File: src/rtl/pet_pkg.sv
// Shared types and constants for the Prewitt edge threshold block.
// No dependencies; imported by every module under rtl/ except pet_ram.
package pet_pkg;

  localparam int PIX_W      = 8;
  localparam int CFG_IDX_W  = 2;
  localparam int CFG_DATA_W = 12;
  localparam int IMG_W_W    = 11;
  localparam int IMG_H_W    = 12;
  localparam int THR_W      = 11;
  localparam int GRAD_W     = 11;
  localparam int SQ_W       = 20;
  localparam int MAG_W      = 21;
  localparam int THR2_W     = 22;

  localparam logic [CFG_IDX_W-1:0] CFG_IDX_WIDTH  = 2'd0;
  localparam logic [CFG_IDX_W-1:0] CFG_IDX_HEIGHT = 2'd1;
  localparam logic [CFG_IDX_W-1:0] CFG_IDX_THRESH = 2'd2;

  localparam logic [IMG_W_W-1:0] IMG_W_RST = 11'd640;
  localparam logic [IMG_H_W-1:0] IMG_H_RST = 12'd480;
  localparam logic [THR_W-1:0]   THR_RST   = 11'd100;

  localparam logic [PIX_W-1:0] EDGE_ON  = 8'd255;
  localparam logic [PIX_W-1:0] EDGE_OFF = 8'd0;

  // one window column, top row first
  typedef struct packed {
    logic [PIX_W-1:0] top;
    logic [PIX_W-1:0] mid;
    logic [PIX_W-1:0] bot;
  } pet_col_t;

  // control of a beat leaving the line store read
  typedef struct packed {
    logic valid;
    logic res;
    logic last;
  } pet_s1_t;

  typedef struct packed {
    logic                     valid;
    logic                     last;
    logic signed [GRAD_W-1:0] gx;
    logic signed [GRAD_W-1:0] gy;
  } pet_grad_t;

  typedef struct packed {
    logic             last;
    logic [PIX_W-1:0] edge_value;
  } pet_res_t;

endpackage

File: src/rtl/pet_ofifo.sv
// Small register FIFO holding finished result beats.
// Depends on pet_pkg.
module pet_ofifo #(
  parameter int DEPTH = 8
) (
  input  logic                         clk_i,
  input  logic                         rst_ni,
  input  logic                         wr_i,
  input  pet_pkg::pet_res_t            wdata_i,
  input  logic                         rd_i,
  output pet_pkg::pet_res_t            rdata_o,
  output logic                         empty_o,
  output logic [$clog2(DEPTH+1)-1:0]   cnt_o
);
  import pet_pkg::*;

  localparam int PW = $clog2(DEPTH);
  localparam int CNT_W = $clog2(DEPTH + 1);

  pet_res_t         buf_q [DEPTH];
  logic [PW-1:0]    wptr_q, rptr_q;
  logic [CNT_W-1:0] cnt_q;
  logic             do_rd;

  assign do_rd = rd_i && (cnt_q != '0);

  always_ff @(posedge clk_i or negedge rst_ni) begin
    if (!rst_ni) begin
      wptr_q <= '0;
      rptr_q <= '0;
      cnt_q  <= '0;
    end else begin
      if (wr_i) begin
        wptr_q <= (wptr_q == PW'(DEPTH - 1)) ? '0 : wptr_q + PW'(1);
      end
      if (do_rd) begin
        rptr_q <= (rptr_q == PW'(DEPTH - 1)) ? '0 : rptr_q + PW'(1);
      end
      case ({wr_i, do_rd})
        2'b10:   cnt_q <= cnt_q + CNT_W'(1);
        2'b01:   cnt_q <= cnt_q - CNT_W'(1);
        default: cnt_q <= cnt_q;
      endcase
    end
  end

  always_ff @(posedge clk_i) begin
    if (wr_i) begin
      buf_q[wptr_q] <= wdata_i;
    end
  end

  assign rdata_o = buf_q[rptr_q];
  assign empty_o = (cnt_q == '0);
  assign cnt_o   = cnt_q;

endmodule

File: config.mk
export PLATFORM = sky130hd
export DESIGN_NAME = pet_ofifo
export DESIGN_NICKNAME = d
export VERILOG_FILES = /design/src/rtl/pet_pkg.sv /design/src/rtl/pet_ofifo.sv
export SDC_FILE = /design/constraint.sdc
export NUM_CORES = 1
export LEC_CHECK = 0
export ABC_AREA = 1
export BUFFER_PORTS_ARGS = -buffer_cell sky130_fd_sc_hd__buf_2
export CORE_MARGIN = 3
export CORE_UTILIZATION = 64
export DETAILED_ROUTE_END_ITERATION = 6
export GPL_ROUTABILITY_DRIVEN = 0
export PLACE_DENSITY = 0.81
export SLEW_MARGIN = 5
export SYNTH_ARGS = -nofsm -noshare
export SYNTH_HDL_FRONTEND = slang
export SYNTH_SLANG_ARGS = --single-unit
File: constraint.sdc
create_clock -name clk_i -period 6.75 [get_ports clk_i]
set_clock_uncertainty 0.2 [all_clocks]
set_input_delay 0.675 -clock clk_i [delete_from_list [all_inputs] [get_ports clk_i]]
set_output_delay 0.675 -clock clk_i [all_outputs]
set_load 0.02 [all_outputs]
### Word level (Yosys, flattened, before mapping)

Memory sizes are Yosys's and may differ from the RTL's.
Index checks and enable logic that the tools add are counted.
Widths: inputs -> output; s select.

| word-level totals | value |
|---|---|
| output and inout port bits | 14 |
| memories | 1 |
| logic and storage cells | 21 |
| bits of input ports | 13 |
| bits in writable memories | 72 |
| register bits after elaboration | 10 |

Memories:

| memory | words | bits a word | read ports | clocked after Yosys merged registers in | write ports | line | source |
|---|---|---|---|---|---|---|---|
| buf_q | 8 | 9 | 1 | 0 | 1 | pet_ofifo.sv:20 | `pet_res_t buf_q [DEPTH];` |

| cells by class | value |
|---|---|
| eq/ne operators | 4 |
| mux-type cells | 5 |
| add/sub/neg operators | 4 |
| reductions and logical operators | 4 |

Operators by type and width:

| kind | count |
|---|---|
| $pmux 4 s2 | 1 |
| $add 3x1->3 const B | 2 |
| $eq 3x3->1 const B | 2 |
| $mux 3 | 2 |
| $add 4x1->4 const B | 1 |
| $logic_not 4->1 | 1 |
| $reduce_bool 4->1 | 1 |
| $sub 4x1->4 const B | 1 |
| $eq 2x1->1 const B | 1 |
| $eq 2x2->1 const B | 1 |
| $mux 1 | 2 |
| $reduce_bool 2->1 | 1 |
| $logic_and 1x1->1 | 1 |

### Depth between registers and ports, before layout

Gate-level depths: netlist of the first run.

| depth | value |
|---|---|
| depth in word-level cells | 4 |
| gate-level depth with buffers | 12 |
| gate-level depth less buffers | 12 |

### Worst setup path after synthesis of the first run

Ideal clock, no wire load.

| timing path | value |
|---|---|
| kind | reg2reg |
| from | register cnt_q[0] (netlist: cnt_o[0]) |
| to | register cnt_q[3] (netlist: cnt_o[3]) |
| stages on the path, launching flop included | 12 |
| period minus slack after synthesis | 2249 ps |
| data required time | 6433 ps |
| arrival | 1931 ps |
| path buffers | 0 |
| setup slack | 4501 ps |
| library setup time | 117 ps |
| cell sequence | dfrtp_1 inv_1 nand4_1 nand2_1 inv_1 ha_1 ha_1 or2_2 nand2_1 nand2_1 nand3_1 nand2_1 |

| on the way | value |
|---|---|
| longest elaborated chain between the ends | 4 |
| elaborated cells between the ends (all ways) | 8 |
| those cells by class | add/sub (2); eq/ne (2); mux (1); reduce/logical (3) |

RTL lines:

| what | line | source |
|---|---|---|
| from (decl) | pet_ofifo.sv:22 | `logic [CNT_W-1:0] cnt_q;` |
| from (signal assigned) | pet_ofifo.sv:40 | `2'b10: cnt_q <= cnt_q + CNT_W'(1);` |
| from (signal assigned) | pet_ofifo.sv:41 | `2'b01: cnt_q <= cnt_q - CNT_W'(1);` |
| from (signal assigned) | pet_ofifo.sv:42 | `default: cnt_q <= cnt_q;` |
| branches (longest 4 deep; another with $sub 4x1->4) | n/a |  |

Parallel ways; which one is timed is not known.
A chain may end at the register's enable or synchronous reset.

==> out/qor.csv, run 1 <==
stage,metric,value,unit
status,outcome,finished clean,
power,static leakage,1.88,nW
setup_path,"setup slack, reg-to-reg",4.41,ns
floorplanning,Placement Rows,27,
worst_hold_path,count of cells along the worst hold path,1,
placement,total of buffers placed on input and output ports,26,
synthesis,Post-Synthesis Cells,393,
floorplanning,x dimension of the die,82.3,um
final_layout,"leading cell types in the layout, fill and taps excluded","nand2_1 (143), nor2_1 (83), edfxtp_1 (72)",
final_layout,"most common cell after layout, fill and taps aside",nand2_1,
final_layout,Antenna Cells,0,
synthesis,Synth Net Count,414,
worst_hold_path,Hold Path Origin,cnt_o[0]$_DFFE_PN0P_,
power,Seq pwr share,43.5,%
sta,"Min Clock Period, post-route",3.10,ns
floorplanning,die area,6780,um^2
sta,summed negative setup slack over all endpoints,0,ns
grt,largest net degree at the start of global routing,76,
clock_network,CTS clock-pin slew for the worst setup and hold paths,0.07,ns
routing,via count,2449,
routing,first-pass iteration count of the detailed router,5,
final_layout,"Net count, final",440,
grt,most utilized layer in the global route result,met2,
setup_path,cells on worst reg2reg path,11,
setup_path,Crit Path Max Fanout,75,
routing,DRT iter0 DRCs,183,
power,Clk pwr share,22.2,%
power,PnR Total Power,0.00173,W
sta,final clock period utilization by the worst path,46.0,%
synthesis,proportion of synthesized chip area in sequential cells,64.7,%
floorplanning,I/O pin total,27,
sta,setup violators final,0,
grt,global route overflow,0,
clock_network,clock latency at the later pin of the worst-skew pair,0.34,ns
clock_network,root buffer selected by CTS,clkbuf_8,
synthesis,cell area after synthesis,3730,um^2
worst_hold_path,Hold Path Sink,cnt_o[0]$_DFFE_PN0P_,
clock_network,number of H-tree levels,3,
power,switching share of power,38.9,%
routing,ANT nets after route,0,
routing,final routed wire length divided by cell count,14.1,um
final_layout,fraction of final layout cells with drive strength greater than 1,10.4,%
setup_path,CP endpoint kind,output port,
sta,RSZ-0062 raised after global routing,false,
clock_network,clock sink total,82,
setup_path,Critical Path Source Type,flop,
setup_path,path type of the worst setup path,flop to output port,
clock_network,Max Buffers Root-to-Sink,2,
setup_path,"Data arrival, critical path",2.23,ns
placement,HPWL after DPL,4450,um
clock_network,clock tree from TritonCTS,yes,
grt,global-route met2 utilization,36.9,%
setup_path,source of the worst register-to-register timing path,cnt_o[0]$_DFFE_PN0P_,
sta,timing-limited maximum frequency,322,MHz
synthesis,flip-flop and latch count after synthesis,82,
final_layout,final-layout fill cell count,407,
sta,Slew Limit Headroom,22.4,%
worst_hold_path,Hold WC Path Type,flop to flop,
sta,final max-slew violation count,0,
grt,global-route met3 utilization,5.97,%
power,combinational share of power,34.3,%
power,areal power density over the cells,424,nW/um^2
sta,hold violation total from the final report,0,
routing,WL final,6970,um
clock_network,number of gates resized after CTS,0,
synthesis,count of yosys warnings during synthesis,0,
final_layout,Synth-to-Final Area Change,9.80,%
floorplanning,core area,5570,um^2
grt,number of global-route vias before repair,2307,
grt,GRT Total Usage,23.0,%
grt,global routing usage on met1,30.5,%
floorplanning,Starting Density,66.9,%
clock_network,clock buffer count from CTS,9,
final_layout,Layout Utilization,73.4,%
synthesis,count of cell types in the netlist,20,
synthesis,post-synthesis area per instance,9.48,um^2
power,switching pwr,0.000674,W
power,maximum resistive drop on vdd,295,uV
sta,transition at the pin with the smallest max-transition slack,1.16,ns
floorplanning,die height,82.3,um
power,design internal power,0.00106,W
setup_path,WP data required,5.88,ns
grt,initial antenna violation count,0,
run,max-cap violations,0,
routing,vias per cell,4.94,
routing,remaining routing DRC violations,0,
setup_path,Reg-to-Reg End,cnt_o[3]$_DFFE_PN0P_,
grt,wire length of the first global-routing pass,11100,um
[logic make-up after synthesis]
group	count (synthesis)	synth area share, %
AO/OA/AOI/OAI	5	0.739
adder cells (fa/ha/maj)	8	2.89
flip-flops	82	64.7
XOR/XNOR	2	0.470
buffers and inverters	63	7.42
AND/OR/NAND/NOR	233	23.8
[area by class of cell]
type                            instances  area [um^2]  share of cell area, %
Sequential cell                        82         2410                   59.0
Multi-Input combinational cell        248         1040                   25.4
Inverter                               51          191                   4.68
Clock buffer                           11          141                   3.45
Timing Repair Buffer                   27          140                   3.42
Tap cell                               72         90.1                   2.20
Clock inverter                          5         77.6                   1.90
[Yosys cell counts (all sizes together)]
master | instances | share of area (%)
clkinv | 1 | 0.10
or2 | 1 | 0.17
nand3 | 5 | 0.67
xor2 | 1 | 0.24
edfxtp | 72 | 58
nand4 | 1 | 0.17
nor2 | 83 | 8.4
nand2 | 143 | 14
xnor2 | 1 | 0.24
fa | 1 | 0.54
ha | 7 | 2.3
clkbuf | 1 | 0.10
dfrtp | 10 | 6.7
o21ai | 4 | 0.54
o21a | 1 | 0.20
inv | 50 | 5.0
buf | 11 | 2.2
[power by group through the flow]
stage	combinational [W]	sequential (W)	clock, W
2_1_floorplan	0.000520	0.000691	0
3_3_place_gp	0.000572	0.000765	0
3_5_place_dp	0.000591	0.000768	0
4_1_cts	0.000599	0.000757	0.000388
5_1_grt	0.000682	0.000773	0.000415
6_report	0.000594	0.000755	0.000385
[per-layer routing]
layer / wire length (um) / vias to the layer above
met1: 3030 / 1127
li1: - / 1267
met3: 343 / 5
met5: 0 / -
met2: 3520 / 50
met4: 74 / 0
[worst max-delay path, stage by stage, from the launching register on]
cell     delay [ns]
dfrtp_2        1.14
nor2_1         0.15
nor2_1         0.13
nand2_1        0.07
nand2_1        0.09
nand2_1        0.07
nand2_1        0.06
buf_2          0.15
[sequential cells by signal, indices dropped and copies added (netlist names)]
name,flops
buf_q,72
cnt_o,4
rptr_q,3
wptr_q,3
[how the worst max path moves through the flow]
| stage | startpoint | endpoint | cells after the start |
|---|---|---|---|
| 2_1_floorplan | cnt_o[0]$_DFFE_PN0P_ | cnt_o[3]$_DFFE_PN0P_ | 11 |
| 3_3_place_gp | rptr_q[0]$_DFFE_PN0N_ | rdata_o[8] | 7 |
| 3_5_place_dp | rptr_q[0]$_DFFE_PN0N_ | rdata_o[4] | 7 |
| 4_1_cts | rptr_q[0]$_DFFE_PN0N_ | rdata_o[6] | 7 |
| 5_1_grt | rptr_q[0]$_DFFE_PN0N_ | rdata_o[2] | 7 |
| 6_report | rptr_q[0]$_DFFE_PN0N_ | rdata_o[6] | 7 |
[repair_timing]
item                                   4_1_cts  5_1_grt
endpoints found under the hold margin       10        0
setup buffers                                0        0
hold buffers                                 1        0
[through the flow]
| step | hold slack, ns | instance area [um^2] | setup WS (ns) | instances |
|---|---|---|---|---|
| after detailed placement | 0.314 | 3860 | 4.02 | 479 |
| after global placement | 0.313 | 3860 | 4.03 | 479 |
| after global routing | 0.375 | 4090 | 3.36 | 496 |
| final | 0.336 | 4090 | 3.65 | 496 |
| after CTS | 0.328 | 4090 | 3.62 | 496 |
| after floorplan | 0.179 | 3730 | 4.50 | 393 |
Power figures use the tool's default switching activity.
==> run 2, diff against run 1 <==
--- a/config.mk
+++ b/config.mk
@@ -5,13 +5,13 @@
 export SDC_FILE = /design/constraint.sdc
 export NUM_CORES = 1
 export LEC_CHECK = 0
-export ABC_AREA = 1
+export ABC_AREA = 0
 export BUFFER_PORTS_ARGS = -buffer_cell sky130_fd_sc_hd__buf_2
 export CORE_MARGIN = 3
-export CORE_UTILIZATION = 64
+export CORE_UTILIZATION = 59
 export DETAILED_ROUTE_END_ITERATION = 6
 export GPL_ROUTABILITY_DRIVEN = 0
-export PLACE_DENSITY = 0.81
+export PLACE_DENSITY = 0.76
 export SLEW_MARGIN = 5
 export SYNTH_ARGS = -nofsm -noshare
 export SYNTH_HDL_FRONTEND = slang
==> constraint.sdc (replaced) <==
create_clock -name clk_i -period 3.2 [get_ports clk_i]
set_clock_uncertainty 0.2 [all_clocks]
set_input_delay 0.32 -clock clk_i [delete_from_list [all_inputs] [get_ports clk_i]]
set_output_delay 0.32 -clock clk_i [all_outputs]
set_load 0.02 [all_outputs]
==> run 2 against run 1 <==
Compared with the run above: setup slack worse by 3.3 ns; final area decreased by 5.9%; die area about the same; highest routed layer unchanged.
==> out/qor.csv, run 2 <==
stage,metric,value,unit,change
clock_network,clock buffer count from CTS,9,,unchanged
sta,RSZ-0062 raised after global routing,false,,
sta,Slew Limit Headroom,45.6,%,+23 points
setup_path,Worst Path Buf+Inv,2,,+1
floorplanning,die height,82.4,um,about the same
routing,via count,1691,,-31%
setup_path,CP max stage delay,0.66,ns,-0.48 ns
synthesis,largest family of logic cells by synthesized area,multiplexers,,
routing,final routed wire length divided by cell count,20.3,um,+44%
setup_path,CP endpoint kind,output port,,
clock_network,number of H-tree levels,3,,unchanged
grt,number of global-route vias before repair,1697,,-26%
synthesis,proportion of synthesized chip area in sequential cells,70.1,%,+5.4 points
floorplanning,I/O pin total,27,,unchanged
placement,Placed Cells incl. Taps,270,,-44%
synthesis,library cell with the highest instance count after synthesis,edfxtp_1,,
final_layout,fraction of final layout cells with drive strength greater than 1,28.8,%,+18 points
synthesis,count of cell types in the netlist,30,,+50%
grt,wire length of the first global-routing pass,9200,um,-17%
sta,summed negative setup slack over all endpoints,0,ns,unchanged
setup_path,logic depth of the worst setup path including buffers,4,,-3
clock_network,clock latency at the later pin of the worst-skew pair,0.33,ns,about the same
grt,largest net degree at the start of global routing,21,,-72%
power,PnR Total Power,0.00325,W,+88%
final_layout,filler-free cell count of the finished design,287,,-42%
worst_hold_path,count of cells along the worst hold path,1,,unchanged
grt,initial antenna violation count,0,,unchanged
clock_network,Max Buffers Root-to-Sink,2,,unchanged
synthesis,Simple-Gate Fraction of Synth Area,3.49,%,-20 points
synthesis,mux share of post-synthesis cell area,18.5,%,+19 points
setup_path,Critical Path Source Type,flop,,
synthesis,leading register cell type out of synthesis,edfxtp_1,,
synthesis,Post-synth EDFFs,72,,unchanged
synthesis,count of yosys warnings during synthesis,0,,unchanged
power,maximum resistive drop on vdd,621,uV,+110%
routing,vias per cell,5.89,,+19%
power,static leakage,1.41,nW,-25%
final_layout,"Net count, final",231,,-48%
run,max-cap violations,0,,unchanged
synthesis,cell types occupying the most area after synthesis,"edfxtp_1 (63%), mux4_1 (13%), dfrtp_1 (7.3%)",,
sta,timing-limited maximum frequency,349,MHz,
routing,first-pass iteration count of the detailed router,4,,-1
placement,HPWL after DPL,3830,um,-14%
clock_network,clock sink total,82,,unchanged
sta,setup violators final,0,,unchanged
clock_network,CTS clock-pin slew for the worst setup and hold paths,0.08,ns,about the same
routing,ANT nets after route,0,,unchanged
floorplanning,Starting Density,61.7,%,-5.2 points
setup_path,cells on worst reg2reg path,7,,-4
synthesis,cell area after synthesis,3440,um^2,-7.7%
synthesis,complex-gate fraction of the synthesized area,2.40,%,+1.7 points
synthesis,most frequent cells after synthesis,"edfxtp_1 (72), mux4_1 (17), mux2_2 (14), dfrtp_1 (10), ha_1 (7)",,
setup_path,WP data required,2.68,ns,-3.20 ns
setup_path,"Critical Path, Cell by Cell","buf_4, mux4_1, mux2_2, buf_2",,
synthesis,flip-flop and latch count after synthesis,82,,unchanged
placement,total of buffers placed on input and output ports,26,,unchanged
routing,WL final,5810,um,-17%
setup_path,path type of the worst setup path,flop to output port,,
synthesis,share of flip-flops with an asynchronous set or reset after synthesis,12.2,%,unchanged
final_layout,Synth-to-Final Area Change,12.0,%,
worst_hold_path,Hold WC Path Type,input port to flop,,
floorplanning,core area,5570,um^2,unchanged
synthesis,Yosys top cell area share,62.9,%,+4.9 points
routing,DRT iter0 DRCs,77,,-58%
setup_path,CP top delay family,multiplexers,,
clock_network,hold_buf cts,1,,unchanged
synthesis,"share of synthesized cell area in full adder, half adder and majority cells",3.13,%,+0.24 points
clock_network,clock tree from TritonCTS,yes,,
final_layout,Antenna Cells,0,,unchanged
sta,"Min Clock Period, post-route",2.87,ns,
grt,GRT Total Usage,19.7,%,-3.4 points
final_layout,Layout Utilization,69.1,%,-4.3 points
synthesis,Synth Net Count,190,,-54%
floorplanning,die area,6780,um^2,about the same
synthesis,xor/xnor cell area share of the yosys netlist,0.509,%,+0.039 points
final_layout,max FFs per register,72,,unchanged
setup_path,highest-delay cell along the critical path,dfrtp_1,,
clock_network,root buffer selected by CTS,clkbuf_8,,
synthesis,Synth area leader,edfxtp_1,,
floorplanning,x dimension of the die,82.4,um,about the same
setup_path,"Data arrival, critical path",2.35,ns,+0.12 ns
routing,remaining routing DRC violations,0,,unchanged
grt,global route overflow,0,,unchanged
sta,final max-slew violation count,0,,unchanged
sta,transition at the pin with the smallest max-transition slack,0.816,ns,-0.349 ns
synthesis,Post-Synthesis Cells,169,,-57%
final_layout,"Most flops, register",buf_q,,
status,outcome,finished clean,,
sta,final clock period utilization by the worst path,89.6,%,
final_layout,"leading cell types in the layout, fill and taps excluded","edfxtp_1 (72), buf_2 (26), mux4_1 (17)",,
power,areal power density over the cells,844,nW/um^2,+99%
final_layout,"most common cell after layout, fill and taps aside",edfxtp_1,,
clock_network,# Post-CTS Setup Buffers,0,,unchanged
floorplanning,Placement Rows,27,,unchanged
clock_network,number of gates resized after CTS,0,,unchanged
setup_path,Crit Path Max Fanout,13,,-83%
sta,hold violation total from the final report,0,,unchanged
synthesis,post-synthesis area per instance,20.4,um^2,+110%
## run 2: cell types whose count changed after synthesis, moves of 2 or more
cell,before,now
nand3_1,5,2
nand2b_1,0,3
nor3b_1,0,3
inv_1,49,6
buf_2,5,2
nor2_1,83,6
nand2_1,143,4
nor3_1,0,3
buf_4,3,0
mux2_2,0,14
o21ai_0,4,2
mux4_1,0,17
a21oi_1,0,2
## run 2: cells by family (layout without fill, tap and decap cells)
group	count (synthesis)	count (layout)
muxes	33	33
buffers and inverters	12	58
DFF	82	82
xor gates and xnor gates	2	2
adders and majority gates	8	8
AOI/OAI and AO/OA	9	9
and+or+nand+nor	23	23
## run 2: where the power goes
| group | switching [W] | internal (W) | leakage, nW |
|---|---|---|---|
| Combinational | 0.000534 | 0.000549 | 0.558 |
| Clock | 0.000328 | 0.000279 | 0.0751 |
| Sequential | 0.000212 | 0.00135 | 0.773 |
| Total | 0.00107 | 0.00218 | 1.41 |
## run 2: final cells by class
type                    count  area (um^2)
flip-flops and latches     82         2410
fillers                   355         1720
multi-input cells          75          965
repair buffers             36          208
clock buffers              13          139
well taps                  72         90.1
inverters                   6         22.5
clock inverters             3         16.3
## run 2: metal layers
layer | routed length (um) | up-vias | global-route usage (%)
met5 | 0 | - | 0
met4 | 62 | 0 | 5.98
met3 | 374 | 8 | 6.29
met2 | 3090 | 49 | 31.6
met1 | 2290 | 854 | 25.8
li1 | - | 780 | -
## run 2: through the flow
stage	cell area [um^2]	worst slack, ns	hold slack, ns
floorplan	3440	0.532	-0.176
global placement	3690	0.542	-0.0166
detailed placement	3690	0.366	0.00186
CTS	3850	0.298	0.0239
global route	3850	0.211	0.0374
finish	3850	0.333	0.0425
## run 2: path summary, 6_finish.rpt
path                                            start                    end  slack, ns
max in group asynchronous                      rst_ni  rptr_q[2]$_DFFE_PN0N_       2.44
min in group asynchronous                      rst_ni  wptr_q[1]$_DFFE_PN0P_       0.16
worst max-delay path            rptr_q[0]$_DFFE_PN0N_             rdata_o[7]       0.33
worst min-delay path                       wdata_i[0]  buf_q[1][0]$_DFFE_PP_       0.04
worst min register to register  wptr_q[0]$_DFFE_PN0P_  wptr_q[0]$_DFFE_PN0P_       0.36
worst max register to register   cnt_o[0]$_DFFE_PN0P_   cnt_o[3]$_DFFE_PN0P_       0.35
## run 2: worst register-to-register path, delay by kind of cell (launching register included)
family                     cells  cell delay [ns]
and+or+nand+nor                1             0.54
DFF                            1             0.48
AOI/OAI and AO/OA              3             0.74
buffers and inverters          1             0.10
adders and majority gates      2             0.68
==> run 3, diff against run 2 <==
--- a/config.mk
+++ b/config.mk
@@ -7,7 +7,6 @@
 export LEC_CHECK = 0
 export ABC_AREA = 0
 export BUFFER_PORTS_ARGS = -buffer_cell sky130_fd_sc_hd__buf_2
-export CORE_MARGIN = 3
 export CORE_UTILIZATION = 59
 export DETAILED_ROUTE_END_ITERATION = 6
 export GPL_ROUTABILITY_DRIVEN = 0
==> run 3 against run 2 <==
Compared with the run above: die area fell by 9.5%; critical path type is now flop to flop; non-clock buffer count is 1 lower; register-to-register slack got worse by 0.03 ns; core utilization increased by 0.65 points; critical path depth increased by 3; largest cell class unchanged; critical endpoint is now cnt_o[3]$_DFFE_PN0P_; final area up 0.94%; combinational power about the same; maximum frequency fell by 0.60%; count of clock-buffer cells in the layout shrank 2; total power rose by 4.6%.
==> out/qor.csv, run 3 (synthesized netlist as in run 2, its figures left out) <==
stage,metric,value,unit,change
status,outcome,finished clean,,
placement,Placed Cells incl. Taps,269,,-0.37%
clock_network,CTS clock-pin slew for the worst setup and hold paths,0.07,ns,about the same
final_layout,area used by sequential logic in the layout,2410,um^2,unchanged
setup_path,Crit Path Max Fanout,9,,-4
clock_network,clock latency at the later pin of the worst-skew pair,0.33,ns,about the same
floorplanning,die area,6140,um^2,-9.5%
power,maximum resistive drop on vdd,553,uV,-11%
routing,DRT iter0 DRCs,106,,+38%
routing,Metal-1 WL,2460,um,+7.3%
setup_path,Critical Path Source Type,flop,,
power,PnR Total Power,0.00340,W,+4.6%
sta,summed negative setup slack over all endpoints,0,ns,unchanged
grt,initial antenna violation count,0,,unchanged
clock_network,clock sink total,82,,unchanged
routing,detailed route wirelength on metal2,3000,um,-3.0%
grt,largest net degree at the start of global routing,22,,+4.8%
floorplanning,Starting Density,61.7,%,unchanged
run,max-cap violations,0,,unchanged
grt,GRT Total Usage,21.3,%,+1.6 points
clock_network,clock buffer count from CTS,9,,unchanged
sta,timing-limited maximum frequency,347,MHz,-0.60%
floorplanning,core area,5570,um^2,unchanged
routing,detailed route wirelength on metal3,260,um,-30%
power,Seq pwr share,45.2,%,-2.8 points
routing,first-pass iteration count of the detailed router,4,,unchanged
routing,via count,1676,,-0.89%
grt,wire length of the first global-routing pass,9120,um,-0.83%
final_layout,"leading cell types in the layout, fill and taps excluded","edfxtp_1 (72), buf_2 (26), mux4_1 (17)",,
routing,ANT nets after route,0,,unchanged
power,Clk pwr share,22.2,%,+3.5 points
clock_network,number of H-tree levels,3,,unchanged
power,static leakage,1.42,nW,+1.3%
sta,final max-slew violation count,0,,unchanged
routing,top layer used by detailed routing,met4,,
power,switching pwr,0.00107,W,-0.17%
floorplanning,die height,78.4,um,-4.9%
final_layout,"most common cell after layout, fill and taps aside",edfxtp_1,,
power,areal power density over the cells,875,nW/um^2,+3.6%
placement,HPWL after DPL,3770,um,-1.6%
power,switching share of power,31.5,%,-1.5 points
routing,remaining routing DRC violations,0,,unchanged
grt,number of global-route vias before repair,1757,,+3.5%
floorplanning,Placement Rows,27,,unchanged
clock_network,Max Buffers Root-to-Sink,2,,unchanged
sta,setup violators final,0,,unchanged
setup_path,"Data arrival, critical path",2.89,ns,+0.54 ns
power,design internal power,0.00233,W,+6.9%
sta,"Min Clock Period, post-route",2.88,ns,+0.0172 ns
routing,vias per cell,5.88,,-0.19%
final_layout,max FFs per register,72,,unchanged
setup_path,CP top delay family,compound AO/OA/AOI/OAI gates,,
final_layout,"Most flops, register",buf_q,,
final_layout,fraction of final layout cells with drive strength greater than 1,28.6,%,-0.20 points
final_layout,combined area of the multi-input logic cells,965,um^2,unchanged
setup_path,"Critical Path, Cell by Cell","o41ai_4, inv_1, ha_1, ha_1, or4b_1, o311ai_0, o211ai_1",,
grt,global route overflow,0,,unchanged
worst_hold_path,Hold WC Path Type,input port to flop,,
clock_network,number of gates resized after CTS,0,,unchanged
sta,hold violation total from the final report,0,,unchanged
floorplanning,x dimension of the die,78.4,um,-4.9%
routing,WL final,5770,um,-0.67%
sta,transition at the pin with the smallest max-transition slack,1.02,ns,+0.205 ns
power,combinational share of power,32.6,%,-0.7 points
setup_path,CP max stage delay,0.53,ns,-0.13 ns
final_layout,filler-free cell count of the finished design,285,,-0.70%
placement,total of buffers placed on input and output ports,26,,unchanged
sta,final clock period utilization by the worst path,90.1,%,+0.54 points
setup_path,WP data required,3.21,ns,+0.53 ns
final_layout,"Net count, final",230,,-0.43%
setup_path,path type of the worst setup path,flop to flop,,
routing,final routed wire length divided by cell count,20.3,um,about the same
setup_path,CP most frequent cell,ha_1,,
final_layout,final-layout fill cell count,364,,+2.5%
setup_path,CP endpoint kind,flop,,
final_layout,Synth-to-Final Area Change,13.1,%,
floorplanning,I/O pin total,27,,unchanged
sta,Slew Limit Headroom,31.7,%,-14 points
setup_path,highest-delay cell along the critical path,or4b_1,,
clock_network,root buffer selected by CTS,clkbuf_8,,
setup_path,Worst Path Buf+Inv,1,,-1
clock_network,clock tree from TritonCTS,yes,,
sta,RSZ-0062 raised after global routing,false,,
final_layout,Antenna Cells,0,,unchanged
==> run 3: metrics by stage <==
stage	hold slack [ns]	worst slack, ns	cell area (um^2)	util [%]
after floorplan	-0.176	0.532	3440	-
after global placement	-0.0164	0.520	3680	66.0
after detailed placement	-0.00602	0.335	3680	66.0
after CTS	0.0406	0.316	3890	69.8
after global routing	0.0443	0.173	3890	69.8
final	0.0585	0.316	3890	69.8
==> run 3: timing repair <==
action	in CTS	in global routing
endpoints found under the hold margin	10	0
buffers inserted	0	0
hold buffers	1	0
==> run 3: worst register-to-register path: stages, from the launching register on <==
cell      delay [ns]
dfrtp_1         0.49
o41ai_4         0.51
inv_1           0.10
ha_1            0.30
ha_1            0.39
or4b_1          0.53
o311ai_0        0.12
o211ai_1        0.13
==> run 3: worst paths after layout <==
kind | start | end | slack (ns) | cells past startpoint
worst min register to register | wptr_q[0]$_DFFE_PN0P_ | wptr_q[0]$_DFFE_PN0P_ | 0.36 | 2
worst max-delay path | cnt_o[0]$_DFFE_PN0P_ | cnt_o[3]$_DFFE_PN0P_ | 0.32 | 7
max in group asynchronous | rst_ni | wptr_q[2]$_DFFE_PN0P_ | 2.43 | 2
worst min-delay path | wdata_i[8] | buf_q[3][8]$_DFFE_PP_ | 0.06 | 1
min in group asynchronous | rst_ni | cnt_o[0]$_DFFE_PN0P_ | 0.17 | 2
worst max register to register | cnt_o[0]$_DFFE_PN0P_ | cnt_o[3]$_DFFE_PN0P_ | 0.32 | 7
==> run 3: power groups by stage <==
stage / clock network (W) / logic, W / registers (W)
floorplan: 0 / 0.000855 / 0.00150
global placement: 0 / 0.00107 / 0.00154
detailed placement: 0 / 0.00112 / 0.00156
CTS: 0.000774 / 0.00112 / 0.00154
global route: 0.000811 / 0.00121 / 0.00156
finish: 0.000756 / 0.00111 / 0.00154
==> run 3: cell type report <==
class                      count  share of cell area, %
clock inverter                 4                   1.74
timing repair buffer          35                   5.15
tap                           72                   2.32
inverter                       6                  0.579
sequential                    82                   62.0
multi-input combinational     75                   24.8
clock buffer                  11                   3.38
==> run 3: metal layers <==
layer  track usage [%]  vias to the layer above
li1                  -                      777
met1              27.4                      849
met2              35.3                       42
met3              5.47                        8
met4              7.96                        0
met5                 0                        -
